==> src/sv/ubx_pkg.sv <==
`timescale 1ns / 1ps
`default_nettype none
// Shared types and constants for the UBX frame parser.
// No dependencies; imported by every module of the block.
package ubx_pkg;

  localparam int N_ACCEPT  = 7;
  localparam int CFG_IDX_W = 3;

  localparam logic [CFG_IDX_W-1:0] CFG_IDX_MASK = 3'd7;

  localparam logic [7:0] SYNC_FIRST  = 8'hB5;
  localparam logic [7:0] SYNC_SECOND = 8'h62;

  localparam logic [15:0] ACCEPT_RESET [N_ACCEPT] = '{
    16'h0701, 16'h3B01, 16'h0105, 16'h0005, 16'h8A06, 16'h8B06, 16'h8C06
  };
  localparam logic [N_ACCEPT-1:0] MASK_RESET = 7'h7F;

  typedef enum logic [6:0] {
    PH_SYNC1   = 7'b0000001,
    PH_SYNC2   = 7'b0000010,
    PH_HEADER  = 7'b0000100,
    PH_LENGTH  = 7'b0001000,
    PH_PAYLOAD = 7'b0010000,
    PH_CKA     = 7'b0100000,
    PH_CKB     = 7'b1000000
  } ubx_phase_t;

  typedef struct packed {
    logic        payload_valid;
    logic [15:0] payload_index;
    logic [7:0]  payload_data;
    logic        frame_ok;
    logic [15:0] frame_header;
    logic [15:0] frame_length;
  } ubx_result_t;

endpackage
`default_nettype wire

==> src/sv/ubx_cfg_regs.sv <==
`timescale 1ns / 1ps
`default_nettype none
// Accepted class/id words, enable mask, and the header match against them.
// Depends on ubx_pkg.
module ubx_cfg_regs import ubx_pkg::*; (
  input  wire logic                 clk,
  input  wire logic                 rst_n,
  input  wire logic                 wr_en,
  input  wire logic [CFG_IDX_W-1:0] wr_index,
  input  wire logic [15:0]          wr_data,
  input  wire logic [15:0]          cand_header,
  output logic                      header_match
);

  logic [15:0]         accept_r [N_ACCEPT];
  logic [N_ACCEPT-1:0] mask_r;

  always_ff @(posedge clk) begin
    if (!rst_n) begin
      for (int k = 0; k < N_ACCEPT; k++) begin
        accept_r[k] <= ACCEPT_RESET[k];
      end
      mask_r <= MASK_RESET;
    end else if (wr_en) begin
      for (int k = 0; k < N_ACCEPT; k++) begin
        if (wr_index == CFG_IDX_W'(k)) begin
          accept_r[k] <= wr_data;
        end
      end
      if (wr_index == CFG_IDX_MASK) begin
        mask_r <= wr_data[N_ACCEPT-1:0];
      end
    end
  end

  always_comb begin
    header_match = 1'b0;
    for (int k = 0; k < N_ACCEPT; k++) begin
      if (mask_r[k] && (accept_r[k] == cand_header)) begin
        header_match = 1'b1;
      end
    end
  end

endmodule
`default_nettype wire

==> src/sv/ubx_parse_core.sv <==
`timescale 1ns / 1ps
`default_nettype none
// Parser state and single-byte step logic with running Fletcher sums.
// Depends on ubx_pkg; header acceptance comes from ubx_cfg_regs.
module ubx_parse_core import ubx_pkg::*; (
  input  wire logic        clk,
  input  wire logic        rst_n,
  input  wire logic        step_en,
  input  wire logic [7:0]  rx_byte,
  input  wire logic        header_match,
  output logic [15:0]      cand_header,
  output ubx_result_t      result
);

  ubx_phase_t  phase_r, phase_nxt, hunt_phase;
  logic [15:0] cnt_r, cnt_nxt, cnt_inc;
  logic [15:0] hdr_r, hdr_nxt;
  logic [15:0] len_r, len_nxt, len_full;
  logic [7:0]  sum_a_r, sum_a_nxt, sum_a_add;
  logic [7:0]  sum_b_r, sum_b_nxt, sum_b_add;
  logic        ck_a_ok;

  assign cand_header = {rx_byte, hdr_r[7:0]};
  assign len_full    = {rx_byte, len_r[7:0]};
  assign sum_a_add   = sum_a_r + rx_byte;
  assign sum_b_add   = sum_b_r + sum_a_add;
  assign cnt_inc     = cnt_r + 16'd1;
  assign hunt_phase  = (rx_byte == SYNC_FIRST) ? PH_SYNC2 : PH_SYNC1;
  assign ck_a_ok     = (rx_byte == sum_a_r);

  always_comb begin
    phase_nxt = phase_r;
    cnt_nxt   = cnt_r;
    hdr_nxt   = hdr_r;
    len_nxt   = len_r;
    sum_a_nxt = sum_a_r;
    sum_b_nxt = sum_b_r;
    result    = '0;
    case (phase_r)
      PH_SYNC1: begin
        phase_nxt = hunt_phase;
      end
      PH_SYNC2: begin
        if (rx_byte == SYNC_SECOND) begin
          cnt_nxt   = 16'd0;
          phase_nxt = PH_HEADER;
        end else begin
          phase_nxt = hunt_phase;
        end
      end
      PH_HEADER: begin
        if (cnt_r == 16'd0) begin
          // first header byte restarts the sums
          hdr_nxt   = {8'h00, rx_byte};
          sum_a_nxt = rx_byte;
          sum_b_nxt = rx_byte;
          cnt_nxt   = 16'd1;
        end else begin
          hdr_nxt = cand_header;
          if (header_match) begin
            sum_a_nxt = sum_a_add;
            sum_b_nxt = sum_b_add;
            cnt_nxt   = 16'd0;
            phase_nxt = PH_LENGTH;
          end else begin
            phase_nxt = hunt_phase;
          end
        end
      end
      PH_LENGTH: begin
        sum_a_nxt = sum_a_add;
        sum_b_nxt = sum_b_add;
        if (cnt_r == 16'd0) begin
          len_nxt = {8'h00, rx_byte};
          cnt_nxt = 16'd1;
        end else begin
          len_nxt   = len_full;
          cnt_nxt   = 16'd0;
          phase_nxt = (len_full == 16'd0) ? PH_CKA : PH_PAYLOAD;
        end
      end
      PH_PAYLOAD: begin
        if (cnt_r < len_r) begin
          result.payload_valid = 1'b1;
          result.payload_index = cnt_r;
          result.payload_data  = rx_byte;
          sum_a_nxt = sum_a_add;
          sum_b_nxt = sum_b_add;
          cnt_nxt   = cnt_inc;
          if (cnt_inc == len_r) begin
            phase_nxt = PH_CKA;
          end
        end else begin
          phase_nxt = ck_a_ok ? PH_CKB : hunt_phase;
        end
      end
      PH_CKA: begin
        phase_nxt = ck_a_ok ? PH_CKB : hunt_phase;
      end
      PH_CKB: begin
        phase_nxt       = PH_SYNC1;
        result.frame_ok = (rx_byte == sum_b_r);
      end
      default: begin
        phase_nxt = PH_SYNC1;
      end
    endcase
    result.frame_header = hdr_nxt;
    result.frame_length = len_nxt;
  end

  always_ff @(posedge clk) begin
    if (!rst_n) begin
      phase_r <= PH_SYNC1;
      cnt_r   <= '0;
      hdr_r   <= '0;
      len_r   <= '0;
      sum_a_r <= '0;
      sum_b_r <= '0;
    end else if (step_en) begin
      phase_r <= phase_nxt;
      cnt_r   <= cnt_nxt;
      hdr_r   <= hdr_nxt;
      len_r   <= len_nxt;
      sum_a_r <= sum_a_nxt;
      sum_b_r <= sum_b_nxt;
    end
  end

endmodule
`default_nettype wire

==> src/sv/ubx_frame_parser.sv <==
`timescale 1ns / 1ps
`default_nettype none
// UBX frame parser, top level. Depends on ubx_pkg, ubx_cfg_regs, ubx_parse_core.
//
// Input channel: one received byte per transaction (in_valid / in_stall /
// in_rx_data). Every byte yields exactly one result transaction on the out_
// channel: a payload byte with its index when it is one, frame_ok on a
// matching CK_B, and the current class/id and length words.
// Path: a byte accepted on in_ is held in the input register; the parse step
// then writes its result into the result register that drives out_.
// Throughput: one byte per cycle while out_ is not stalled; the parse step is a
// single pass of logic between the input register and the result register.
// Stall: while out_stall holds a pending result, the input register keeps its
// byte and in_stall rises only when that register is also full.
// Configuration: cfg_index 0..6 write accept words, 7 writes the enable mask;
// cfg_ready is always high. Write only while the block is idle.
// Reset (rst_n low, synchronous): parser back to sync hunting, sums and words
// cleared, accept words and mask to their defaults, both channels empty.
module ubx_frame_parser import ubx_pkg::*; (
  input  wire logic                 clk,
  input  wire logic                 rst_n,
  input  wire logic                 in_valid,
  output logic                      in_stall,
  input  wire logic [7:0]           in_rx_data,
  output logic                      out_valid,
  input  wire logic                 out_stall,
  output logic                      out_payload_valid,
  output logic [15:0]               out_payload_index,
  output logic [7:0]                out_payload_data,
  output logic                      out_frame_ok,
  output logic [15:0]               out_frame_header,
  output logic [15:0]               out_frame_length,
  input  wire logic                 cfg_valid,
  output logic                      cfg_ready,
  input  wire logic [CFG_IDX_W-1:0] cfg_index,
  input  wire logic [15:0]          cfg_data
);

  logic        s1_valid_r, s1_valid_nxt;
  logic [7:0]  s1_data_r;
  logic        out_valid_r, out_valid_nxt;
  ubx_result_t out_r, step_result;
  logic        in_accept, advance;
  logic        header_match;
  logic [15:0] cand_header;

  assign cfg_ready = 1'b1;
  assign advance   = s1_valid_r && (!out_valid_r || !out_stall);
  assign in_stall  = s1_valid_r && out_valid_r && out_stall;
  assign in_accept = in_valid && !in_stall;

  assign s1_valid_nxt  = in_accept ? 1'b1 : (advance ? 1'b0 : s1_valid_r);
  assign out_valid_nxt = advance ? 1'b1 : (out_stall ? out_valid_r : 1'b0);

  ubx_cfg_regs u_cfg (
    .clk          (clk),
    .rst_n        (rst_n),
    .wr_en        (cfg_valid && cfg_ready),
    .wr_index     (cfg_index),
    .wr_data      (cfg_data),
    .cand_header  (cand_header),
    .header_match (header_match)
  );

  ubx_parse_core u_core (
    .clk          (clk),
    .rst_n        (rst_n),
    .step_en      (advance),
    .rx_byte      (s1_data_r),
    .header_match (header_match),
    .cand_header  (cand_header),
    .result       (step_result)
  );

  always_ff @(posedge clk) begin
    if (!rst_n) begin
      s1_valid_r  <= 1'b0;
      out_valid_r <= 1'b0;
    end else begin
      s1_valid_r  <= s1_valid_nxt;
      out_valid_r <= out_valid_nxt;
    end
  end

  always_ff @(posedge clk) begin
    if (in_accept) begin
      s1_data_r <= in_rx_data;
    end
    if (advance) begin
      out_r <= step_result;
    end
  end

  assign out_valid         = out_valid_r;
  assign out_payload_valid = out_r.payload_valid;
  assign out_payload_index = out_r.payload_index;
  assign out_payload_data  = out_r.payload_data;
  assign out_frame_ok      = out_r.frame_ok;
  assign out_frame_header  = out_r.frame_header;
  assign out_frame_length  = out_r.frame_length;

endmodule
`default_nettype wire
==> config.mk <==
export PLATFORM = sky130hd
export DESIGN_NAME = ubx_frame_parser
export DESIGN_NICKNAME = d
export VERILOG_FILES = /design/src/sv/ubx_pkg.sv /design/src/sv/ubx_cfg_regs.sv /design/src/sv/ubx_parse_core.sv /design/src/sv/ubx_frame_parser.sv
export SDC_FILE = /design/constraint.sdc
export NUM_CORES = 1
export LEC_CHECK = 0
export ABC_AREA = 1
export BUFFER_PORTS_ARGS = -buffer_cell sky130_fd_sc_hd__buf_2
export CORE_MARGIN = 5
export CORE_UTILIZATION = 61
export CTS_CLUSTER_SIZE = 16
export DETAILED_ROUTE_END_ITERATION = 8
export GPL_ROUTABILITY_DRIVEN = 1
export MAX_ROUTING_LAYER = met4
export PLACE_DENSITY = 0.8
export REMOVE_ABC_BUFFERS = 1
export SLEW_MARGIN = 10
export SYNTH_ARGS = -nofsm -noshare
export SYNTH_HDL_FRONTEND = slang
export SYNTH_SLANG_ARGS = --single-unit
==> constraint.sdc <==
create_clock -name clk -period 3.6 [get_ports clk]
set_clock_uncertainty 0.1 [all_clocks]
set_input_delay 0.18 -clock clk [delete_from_list [all_inputs] [get_ports clk]]
set_output_delay 0.18 -clock clk [all_outputs]
set_load 0.01 [all_outputs]
; Word-level counts from Yosys, hierarchy flattened
; Memory sizes are Yosys's and may differ from the RTL's.
; Cells that the tools add are included.
[op_classes]
n_addsub = 3
n_lt_le_gt_ge = 1
n_eq_ne = 33
n_mux = 76
n_bitwise = 7
reduce_logical = 26
[ops]
columns = operator, count
row1 = $mux W16, 15
row2 = $eq A16 B16 Y1, 8
row3 = $pmux W16 S4, 1
row4 = $mux W7, 7
row5 = $mux W8, 6
row6 = $pmux W8 S3, 2
row7 = $pmux W7 S6, 1
row8 = $mux W1, 41
row9 = $logic_not A16 Y1, 2
row10 = $mux W25, 1
row11 = $add A16 B1 Y16 const B, 1
row12 = $add A8 B8 Y8, 2
row13 = $eq A8 B8 Y1, 2
row14 = $lt A16 B16 Y1, 1
row15 = $eq A3 B3 Y1 const B, 4
row16 = $logic_and A1 B1 Y1, 11
row17 = $eq A8 B7 Y1 const B, 1
row18 = $eq A8 B8 Y1 const B, 1
row19 = $reduce_and A4 Y1, 2
row20 = $eq A7 B1 Y1 const B, 1
row21 = $eq A7 B2 Y1 const B, 1
row22 = $eq A7 B3 Y1 const B, 1
row23 = $eq A7 B4 Y1 const B, 1
row24 = $eq A7 B5 Y1 const B, 1
row25 = 19 further kinds, 32
[word_totals]
reg_bits = 146
ramBits = 112
in_bits = 32
output_inout_bits = 61
elab_cells = 163
n_memories = 1
[memory_table]
columns = memory, words, word_bits, rd, rd_ports_with_merged_regs, write_ports, line
row1 = u_cfg.accept_r, 7, 16, 7, 0, 7, ubx_cfg_regs.sv:15  ; logic [15:0] accept_r [N_ACCEPT];

; Longest topological paths before layout
; An unclocked memory read counts as a cell.
[depth]
word_depth = 13
depth_mapped = 18

; Hierarchy
; Synthesis repeated with hierarchy kept, for this count alone.
[hier_totals]
hier_cells = 1759
area_unflattened_um2 = 14052.2
[modules_own_cells]
columns = module, n_inst, cells_per_inst, area_per_inst_um2, seq_area_each_um2
row1 = ubx_cfg_regs, 1, 765, 6206.0, 3503.4
row2 = ubx_parse_core, 1, 913, 5758.0, 1421.4
row3 = ubx_frame_parser, 1, 81, 2088.3, 2021.9

; Least setup slack after synthesis
; No wires, ideal clock.
[synth_timing]
path_type = register to register
startpoint = reg s1_data_r[0]
endpoint = reg u_core.sum_b_r[7]
setup_time_ps = 117
t_arrival_ps = 2864
required_time_ps = 3383
setup_slack_ps = 519
path_stages_with_launch = 18
period_less_slack_ps = 3081
path_cell_list = edfxtp_1 ha_1 fa_1 a21oi_1 o21ai_0 nand2_1 nand2_1 a21oi_1 xor2_1 ha_1 a21oi_1 o21ai_0 a21oi_1 xor2_1 o21ai_0 a21oi_1 nor3_1 nor2_1
[synth_between]
elab_chain_cells = 11
word_cells_on_any_way = 29
[synth_rtl]
columns = item, line
row1 = from (decl), ubx_frame_parser.sv:40  ; logic [7:0] s1_data_r;
row2 = from (signal assigned), ubx_frame_parser.sv:87  ; s1_data_r <= in_rx_data;
row3 = branches (longest 11 deep; another with $add A8 B8 Y8), --
row4 = to (signal assigned), ubx_parse_core.sv:126  ; sum_b_r <= sum_b_nxt;
row5 = to (decl), ubx_parse_core.sv:20  ; logic [7:0] sum_b_r, sum_b_nxt, sum_b_add;
; Several ways; the timed one is not identified. The select of a mux whose other input is x is not followed.
; A chain may end at the register's enable or synchronous reset.

; Worst setup path after layout
; Ends and elaborated chain as after synthesis.

==> out/metrics.cfg <==
[global_routing]
grt-ovfl-total = 0
grt.total_usage_pct = 28.6
grt_max_degree = 65
grt_pass1_vias = 10859
grt_pass1_wl_mm = 55.0
antenna_found_initial = 0

[run_status]
status = complete, no violations

[placed_design]
hpwl_mm = 23.9
dp.cells = 1903
gp_congestion = 0.949
io_buffers = 91

[die]
die_w_um = 158
coreArea_sq_mm = 0.0217
die_height_um = 158
std_cell_rows = 54
initial_utilization_pct = 61.7
die_area_sq_mm = 0.0250
ios = 93

[worst_setup_path]
crit_type = reg2reg
cp_max_fo = 3
required_ns = 3.94
worstPathArrival_ns = 3.62
endpoint_kind = register
start_kind = register

[yosys]
synth_edf_count = 178
syn-instance-count = 1574
synth_seq_area_share_pct = 51.9
synth_area_sq_mm = 0.0134
synth_top_flop_cell = edfxtp_1
async_flop_share_pct = 0
synth_cell_type_count = 48
yosysWarnings = 0
synth_seq_cells = 258
avgSynthCellArea_sq_um = 8.50

[run]
drv_cap = 0

[detailed_routing]
via_count = 11157
first_pass_iters = 8
drtIter0Drc = 1161
drtAntennaViolNets = 0
drt_wl_total_mm = 34.3
viasPerCell = 5.64
wl_per_cell_um = 17.3
drc = 0

[sta]
fin_crit_sh_pct = 91.1
rsz0062_at_grt = false
period_needed_ns = 3.28
fin_tns_setup_ns = 0
finalHoldViolations = 0
worst_pin_slew_ns = 1.08
setup_violations = 0
slew_headroom_pct = 27.7
drv_slew = 0
max_freq_mhz = 305

[worst_hold_path]
hold_path.class = in2reg

[clock_network]
clk_pin_slew_ns = 0.06
max-clock-path-buffers = 3
cts_setup_buffers = 0
cts_tree = built
cts_buffers = 27
clock-root-buffer = clkbuf_16
h-tree-depth = 1
insertion_delay_ns = 0.56
clock-sinks = 258

[power]
p_leak_uw = 0.00648
power_density_mw_per_mm2 = 473
vdd_drop_max_uv = 452

[layout]
fin_cells = 1978
nets = 1743
final_common_cell = nand2_1
fillers = 1644
drive_gt1_share_pct = 12.0
antenna-diode-count = 0
area_growth_pct = 13.5
final_cell_mix = nand2_1 (310), nor2_1 (255), inv_1 (181), edfxtp_1 (178), o21ai_0 (101)

[routing by layer]
metal / part of all wire (%) / routed length (um) / GRT usage [%] / up-vias
li1: - / - / - / 5360
met1: 40 / 13900 / 37.2 / 5213
met2: 48 / 16400 / 46.7 / 500
met3: 9.1 / 3120 / 4.02 / 84
met4: 2.7 / 934 / 9.06 / 0
met5: 0 / 0 / - / -
[synth_stat cells (4+ instances only)]
library cell / count / area, sq um
edfxtp_1: 178 / 5350
buf_4: 11 / 82.6
inv_1: 181 / 679
ha_1: 32 / 400
xnor2_1: 39 / 342
nand4_1: 26 / 163
nor4_1: 8 / 50.1
a21oi_1: 75 / 375
o21ai_0: 103 / 515
nand2_1: 310 / 1160
or2_0: 5 / 31.3
nand3_1: 49 / 245
a21oi_2: 5 / 43.8
nand3b_1: 6 / 45.0
o22ai_1: 5 / 31.3
nor2_1: 255 / 957
xor2_1: 30 / 263
nor2_2: 9 / 56.3
clkbuf_1: 27 / 101
o21ai_1: 47 / 235
nor3_1: 11 / 55.1
nor2_4: 4 / 45.0
buf_2: 14 / 70.1
or2_2: 9 / 56.3
dfxtp_1: 80 / 1600
inv_2: 18 / 67.6
[layout make-up]
cell class | count | area (sq um) | area share (%)
clock buffer | 42 | 803 | 5.29
clock inverter | 8 | 131 | 0.865
inverter | 201 | 754 | 4.97
multi-input combinational | 1059 | 5390 | 35.5
sequential | 258 | 6950 | 45.7
tap | 280 | 350 | 2.31
timing repair buffer | 130 | 811 | 5.34
[flip-flops by register name, summed over array words and instances (netlist names)]
signal / count
out_frame_header: 16
out_frame_length: 16
out_frame_ok: 1
out_payload_data: 8
out_payload_index: 16
out_payload_valid: 1
out_valid: 1
s1_data_r: 8
s1_valid_r: 1
u_cfg.accept_r: 112
u_cfg.mask_r: 7
u_core.cnt_r: 16
u_core.hdr_r: 16
u_core.len_r: 16
u_core.phase_r: 7
u_core.sum_a_r: 8
u_core.sum_b_r: 8
[cell families after synthesis]
group	after synthesis	synth area share, %
AND/OR/NAND/NOR	709	22.6
flip-flops	258	51.9
buffers and inverters	257	7.81
AO/OA/AOI/OAI	244	9.53
XOR/XNOR	71	4.86
adder cells (fa/ha/maj)	34	3.29
other	1	0.0280
[repair_timing]
item / CTS / global route
hold buffers: 25 / 0
endpoints found under the hold margin: 48 / 0
gates resized for setup: 0 / 1
setup endpoints to repair: 0 / 1
[worst max-delay path, stage by stage (launching register included)]
cell and delay, ns:
edfxtp_1 0.39, ha_1 0.25, fa_1 0.43, a21oi_1 0.17
o21ai_1 0.11, nand2_1 0.08, nand2_1 0.05, a21oi_1 0.15
xor2_1 0.21, ha_1 0.30, a21oi_1 0.13, o21ai_0 0.09
a21oi_1 0.17, xor2_1 0.10, o21ai_0 0.14, a21oi_1 0.06
nor3_1 0.18, nor2_1 0.06
[worst paths after layout]
kind                                       from                     to  slack (ns)  depth (start not counted)
worst max-delay path               s1_data_r[0]      u_core.sum_b_r[7]        0.32                         17
worst min-delay path                cfg_data[1]  u_cfg.accept_r[0][81]       0.002                          3
worst max register to register     s1_data_r[0]      u_core.sum_b_r[7]        0.32                         17
worst min register to register  u_cfg.mask_r[5]        u_cfg.mask_r[5]        0.38                          2
[where the power goes]
part           leakage (uW)  switching (uW)  internal [uW]
sequential          0.00239            94.9           3350
clock              0.000453            1150           1750
combinational       0.00364             549            282
total               0.00648            1800           5380
[through the flow]
step	utilization, %	hold slack, ns	setup WS, ns	cell area [sq um]	total power [uW]
global placement	64.6	0.257	0.366	14000	4260
finish	70.0	0.00199	0.319	15200	7180
global route	70.0	0.00308	0.0264	15200	7450
detailed placement	64.6	0.258	0.355	14000	4290
CTS	70.0	0.00917	0.339	15200	7170
floorplan	-	0.165	0.102	13100	4020
No activity file was read; power rests on OpenSTA's default activity.
